===== config.mk =====
export PLATFORM = sky130hd
export DESIGN_NAME = prru_cell
export DESIGN_NICKNAME = d
export VERILOG_FILES = /design/src/prru_pkg.sv /design/src/prru_cell.sv
export VERILOG_INCLUDE_DIRS = /design/src /design/src/src
export SDC_FILE = /design/constraint.sdc
export NUM_CORES = 1
export LEC_CHECK = 0
export BUFFER_PORTS_ARGS = -buffer_cell sky130_fd_sc_hd__buf_2
export CAP_MARGIN = 30
export CORE_MARGIN = 3
export CORE_UTILIZATION = 35
export CTS_CLUSTER_SIZE = 24
export DETAILED_ROUTE_END_ITERATION = 8
export PLACE_DENSITY_LB_ADDON = 0.25
export SYNTH_ARGS = -nofsm -noshare
export SYNTH_HDL_FRONTEND = slang
export SYNTH_SLANG_ARGS = --single-unit

===== constraint.sdc =====
create_clock -name clk -period 3.25 [get_ports clk]
set_input_delay 0.4875 -clock clk [delete_from_list [all_inputs] [get_ports clk]]
set_output_delay 0.4875 -clock clk [all_outputs]
set_load 0.005 [all_outputs]

===== src/permutation_rank_unrank_unit_macros.svh =====
// ----------------------------------------------------------------------------
// permutation rank / unrank unit assertion macros
// shared concurrent assertion forms for the rank / unrank datapath
// ----------------------------------------------------------------------------
`ifndef PERMUTATION_RANK_UNRANK_UNIT_MACROS_SVH
`define PERMUTATION_RANK_UNRANK_UNIT_MACROS_SVH

// same-cycle implication, off while in reset
`define PRRU_ASSERT_NOW(label, clk, rst_n, ante, cons, msg) \
	label: assert property (@(posedge clk) disable iff (!rst_n) (ante) |-> (cons)) \
		else $error(msg);

// next-cycle implication, off while in reset
`define PRRU_ASSERT_NXT(label, clk, rst_n, ante, cons, msg) \
	label: assert property (@(posedge clk) disable iff (!rst_n) (ante) |=> (cons)) \
		else $error(msg);

`endif


===== src/prru_pkg.sv =====
// ----------------------------------------------------------------------------
// prru_pkg
// widths, item types and the factorial helper of the rank / unrank unit
// ----------------------------------------------------------------------------
package prru_pkg;

	localparam int ELEM_W      = 3;
	localparam int RANK_W      = 13;
	localparam int DIG_W       = 3;
	localparam int MAX_SYM     = 7;
	localparam int SYMBOLS_DEF = 7;

	typedef logic [ELEM_W-1:0] elem_t;
	typedef logic [RANK_W-1:0] rank_t;
	typedef logic [MAX_SYM-1:0][ELEM_W-1:0] elem_vec_t;

	typedef struct packed {
		logic  req_type;
		rank_t rank_in;
		elem_t elem_in_0;
		elem_t elem_in_1;
		elem_t elem_in_2;
		elem_t elem_in_3;
		elem_t elem_in_4;
		elem_t elem_in_5;
		elem_t elem_in_6;
	} req_t;

	typedef struct packed {
		rank_t rank_out;
		elem_t elem_out_0;
		elem_t elem_out_1;
		elem_t elem_out_2;
		elem_t elem_out_3;
		elem_t elem_out_4;
		elem_t elem_out_5;
		elem_t elem_out_6;
		logic  rank_too_big;
	} rsp_t;

	// what travels from cell to cell
	typedef struct packed {
		logic      unrank;
		logic      too_big;
		rank_t     rem;
		rank_t     acc;
		elem_vec_t elem_in;
		elem_vec_t avail;
		elem_vec_t elem_out;
	} cell_data_t;

	function automatic int fact(input int n);
		int f;
		f = 1;
		for (int k = 2; k <= n; k++) begin
			f = f * k;
		end
		return f;
	endfunction

endpackage


===== src/prru_cell.sv =====
// ----------------------------------------------------------------------------
// prru_cell
// one position of the chain: adds its weighted smaller-count when ranking,
// takes one factorial digit and picks a free symbol when unranking
// ----------------------------------------------------------------------------
`include "permutation_rank_unrank_unit_macros.svh"

module prru_cell import prru_pkg::*; #(
	parameter int SYMS = SYMBOLS_DEF,
	parameter int POS  = 0
) (
	input  logic       clk,
	input  logic       arst_n,
	input  logic       in_valid,
	output logic       in_ready,
	input  cell_data_t in_data,
	output logic       out_valid,
	input  logic       out_ready,
	output cell_data_t out_data
);

	localparam int    LEFT   = SYMS - POS;
	localparam rank_t WEIGHT = RANK_W'(fact(SYMS - 1 - POS));

	logic             valid_s1;
	cell_data_t       data_s1;
	cell_data_t       nxt;
	logic [DIG_W-1:0] cnt;
	logic [DIG_W-1:0] digit;

	always_comb begin
		nxt   = in_data;
		cnt   = '0;
		digit = '0;
		// later symbols that are smaller
		for (int j = 0; j < MAX_SYM; j++) begin
			if (j > POS && j < SYMS && in_data.elem_in[j] < in_data.elem_in[POS]) begin
				cnt = cnt + DIG_W'(1);
			end
		end
		// factorial digit by comparing against its multiples
		for (int k = 1; k < MAX_SYM; k++) begin
			if (k < LEFT && in_data.rem >= RANK_W'(k * WEIGHT)) begin
				digit = digit + DIG_W'(1);
			end
		end
		if (!in_data.unrank) begin
			nxt.acc = in_data.acc + RANK_W'(cnt) * WEIGHT;
		end
		nxt.rem           = in_data.rem - RANK_W'(digit) * WEIGHT;
		nxt.elem_out[POS] = in_data.avail[digit];
		// close the gap left by the symbol just used
		for (int k = 0; k < MAX_SYM - 1; k++) begin
			nxt.avail[k] = (DIG_W'(k) >= digit) ? in_data.avail[k+1] : in_data.avail[k];
		end
	end

	assign in_ready = !valid_s1 || out_ready;

	always_ff @(posedge clk or negedge arst_n) begin
		if (!arst_n) begin
			valid_s1 <= 1'b0;
		end else if (in_valid && in_ready) begin
			valid_s1 <= 1'b1;
		end else if (out_ready) begin
			valid_s1 <= 1'b0;
		end
	end

	always_ff @(posedge clk) begin
		if (in_valid && in_ready) begin
			data_s1 <= nxt;
		end
	end

	assign out_valid = valid_s1;
	assign out_data  = data_s1;

	`PRRU_ASSERT_NXT(a_item_held, clk, arst_n, in_valid && in_ready, valid_s1, "cell lost an item")
	`PRRU_ASSERT_NOW(a_digit_range, clk, arst_n, in_valid, 32'(digit) < LEFT, "digit beyond free list")
	`PRRU_ASSERT_NOW(a_rem_range, clk, arst_n, in_valid, nxt.rem < WEIGHT, "remainder not reduced")

endmodule


==> out/qor.csv <==
stage;metric;value;unit
synthesis;syn_nets;608;
clocking;cts_max_level;3;
final_layout;fillers;1216;
critical_path;worst_path_max_delay_cell;or4_4;
run;drv_cap;0;
pwr;power.share.switching;36.8;%
final_layout;antenna_cells;0;
synthesis;synth_edf_count;91;
final_layout;multi_input_comb_area;0.00378;mm2
hold_path;holdPathStages;1;
die;die_w;133;um
critical_path;cp_slowest_stage_delay;0.56;ns
synthesis;async_flop_share;1.09;%
clocking;clock_latency;0.35;ns
synthesis;yosysUniqueCellTypes;69;
pwr;p_leak;0.00414;uW
status;status;finished, violations left;
final_layout;areaGrowthSynthToFinish;68.7;%
pwr;irDropWorstVdd;1.02;mV
final_layout;seq_area;0.00276;mm2
placed_design;numPortBuffers;184;
global_route;grt_start_max_net_pins;52;
synthesis;ys_seq_area_share;48.9;%
critical_path;critPathKind;in2reg;
die;die_y;133;um
critical_path;required;3.34;ns
sta;finalWorstSetupSlack;-2.22;ns
final_layout;num-nets-final;944;
placed_design;hpwl;11.6;mm
global_route;antenna_found_initial;0;
pwr;finalPower;11200;uW
sta;max_clock_freq;183;MHz
route;vias_per_cell;4.88;
critical_path;reg2reg_from;out_valid$_DFFE_PN0P_;
global_route;grt_remaining_overflow;0;
route;antenna_left;0;
pwr;p_seq_share;15.1;%
critical_path;path_max_fanout;4;
pwr;clock_power_share;9.4;%
sta;slew_violations;0;
sta;fin_crit_sh;168;%
synthesis;ys_seq_elements;92;
die;io_pins;188;
sta;rsz0062_at_grt;yes;
global_route;grt_usage;17.6;%
route;avgRoutedWirePerCell;16.1;um
die;core_area;0.0155;mm2
clocking;cts-root-buf;clkbuf_16;
critical_path;startpoint_type;input port;
synthesis;synthCells;455;
sta;tightest_slew;0.535;ns
hold_path;whs_endpoint;out_data[64]$_DFFE_PP_;
synthesis;synth-main-ff-cell;edfxtp_1;
critical_path;crit_top_cell;ha_4;
hold_path;worstHoldStart;in_data[64];
die;rows;45;
route;drtIter0Drc;217;
synthesis;yosysWarnings;0;
sta;setup_violations;38;
clocking;cts.sinks;92;
global_route;grt_pass1_vias;5037;
critical_path;reg2regPathDepth;3;
pwr;intPower;7100;uW
route;wl;16.2;mm
placed_design;gp_congestion;0.878;
hold_path;hp-class;in2reg;
sta;fin_skew;0.00489;ns
synthesis;syn-cell-area;0.00563;mm2
clocking;cts_buffer_depth;2;
sta;hold_violations;0;
critical_path;cp.arrival;5.55;ns
status;failed_checks;negative setup slack;
clocking;clk_pin_slew_worst_paths;0.07;ns
pwr;power_density;1180;mW/mm2
clocking;tritoncts;yes;
die;fp.dieArea;0.0177;mm2
global_route;grt_pass1_wl;25.0;mm
die;start_util;36.4;%
sta;period_minus_slack;5.47;ns
critical_path;r2r-end;out_data[87]$_DFFE_PP_;
placed_design;dp_slack;-2.79;ns
route;firstDrtPassIters;4;
critical_path;end_kind;register;
critical_path;reg2reg_slack;1.53;ns
final_layout;final_common_cell;buf_2;
synthesis;syn_area_per_cell;12.4;um2
route;num_vias;4906;
route;drcViolationCount;0;
final_layout;drive_gt1_share;65.8;%
sta;slew_headroom;64.3;%
clocking;cts_buffers;9;
pwr;p_comb_share;75.5;%
pwr;p_sw;4130;uW
final_layout;mostFrequentLayoutCells;buf_2, buf_4, edfxtp_1;
metrics by stage:
stage          TNS (ns)  cell area (um2)  util [%]  std cells  hold slack, ns
2_1_floorplan    -48.43             6170         -        455           0.192
3_3_place_gp     -54.26             8140      52.6        957           0.262
3_5_place_dp     -58.10             8140      52.6        957           0.264
4_1_cts          -40.01             9070      58.6        998           0.292
5_1_grt          -45.20             9500      61.4       1006           0.293
6_report         -40.11             9500      61.4       1006           0.314
area by class of cell:
| cell class | instances | share of cell area [%] |
|---|---|---|
| Clock buffer | 9 | 2.37 |
| Clock inverter | 6 | 0.750 |
| Inverter | 31 | 1.45 |
| Multi-Input combinational cell | 319 | 39.7 |
| Sequential cell | 92 | 29.0 |
| Tap cell | 211 | 2.78 |
| Timing Repair Buffer | 338 | 23.9 |
cells by family after synthesis:
logic type | synth area share, %
AO/OA/AOI/OAI | 11.6
XOR/XNOR | 7.31
adder cells (fa/ha/maj) | 13.3
buffers and inverters | 3.20
flip-flops | 48.9
multiplexers | 6.22
AND/OR/NAND/NOR | 9.44
worst max-delay path by stage:
stage,start,end,slack [ns],cells after the start
final,in_data[85],out_data[87]$_DFFE_PP_,-2.22,26
after CTS,in_data[85],out_data[87]$_DFFE_PP_,-2.26,26
after global placement,in_data[43],out_data[75]$_DFFE_PP_,-2.61,29
after detailed placement,in_data[85],out_data[87]$_DFFE_PP_,-2.79,26
after floorplan,in_data[87],out_data[87]$_DFFE_PP_,-2.69,30
after global routing,in_data[85],out_data[87]$_DFFE_PP_,-2.40,26
routing by layer:
layer / vias up / routed length (um) / track usage [%] / share of wire [%]
met5: - / 0 / 0 / 0
met4: 0 / 202 / 4.91 / 1.2
met3: 17 / 939 / 4.14 / 5.8
met2: 152 / 8510 / 32.2 / 52
met1: 2378 / 6570 / 20.6 / 41
li1: 2359 / - / - / -
cells in the mapped netlist, types with 4 or more instances:
cell,n,area share [%]
ha_1,55,12
xor2_1,10,1.6
buf_2,4,0.36
mux2i_1,8,1.4
o21ai_0,8,0.71
nor2_1,14,0.93
a221oi_1,6,0.93
a21o_1,16,2.1
nor3_1,4,0.36
inv_1,29,1.9
edfxtp_1,91,49
nor4_1,5,0.56
mux2_1,7,1.4
nand3_1,8,0.71
clkbuf_1,7,0.47
o21bai_1,5,0.67
a21oi_1,21,1.9
mux2_2,11,2.2
nor2b_1,4,0.44
nand2_1,39,2.6
nand2b_1,13,1.4
xnor2_1,20,3.1
critical path: cells and delay by family:
| family | cells | cell delay (ns) |
|---|---|---|
| fa+ha+maj | 5 | 1.43 |
| simple gates | 7 | 1.32 |
| compound gates | 6 | 1.04 |
| mux | 2 | 0.72 |
| buf+inv | 4 | 0.32 |
| xor+xnor | 2 | 0.24 |
what timing repair did:
| item | CTS | global route |
|---|---|---|
| pin swaps | 72 | 69 |
| buffers inserted | 29 | 12 |
| hold buffers | 1 | 0 |
| endpoints found under the setup margin | 38 | 38 |
| hold endpoints to repair | 1 | 0 |
| resized for setup | 86 | 63 |
power by group through the flow:
stage / Sequential [uW] / Clock [uW] / Combinational [uW]
global route: 1710 / 1130 / 9170
finish: 1690 / 1060 / 8480
floorplan: 1750 / 0 / 3780
CTS: 1690 / 1080 / 7580
detailed placement: 1710 / 0 / 6160
global placement: 1710 / 0 / 5970
flip-flops by register name, indices dropped and copies added (netlist names):
| register | flops |
|---|---|
| out_valid | 1 |
| out_data | 91 |
Note: power is estimated with default switching activity, not from simulation.
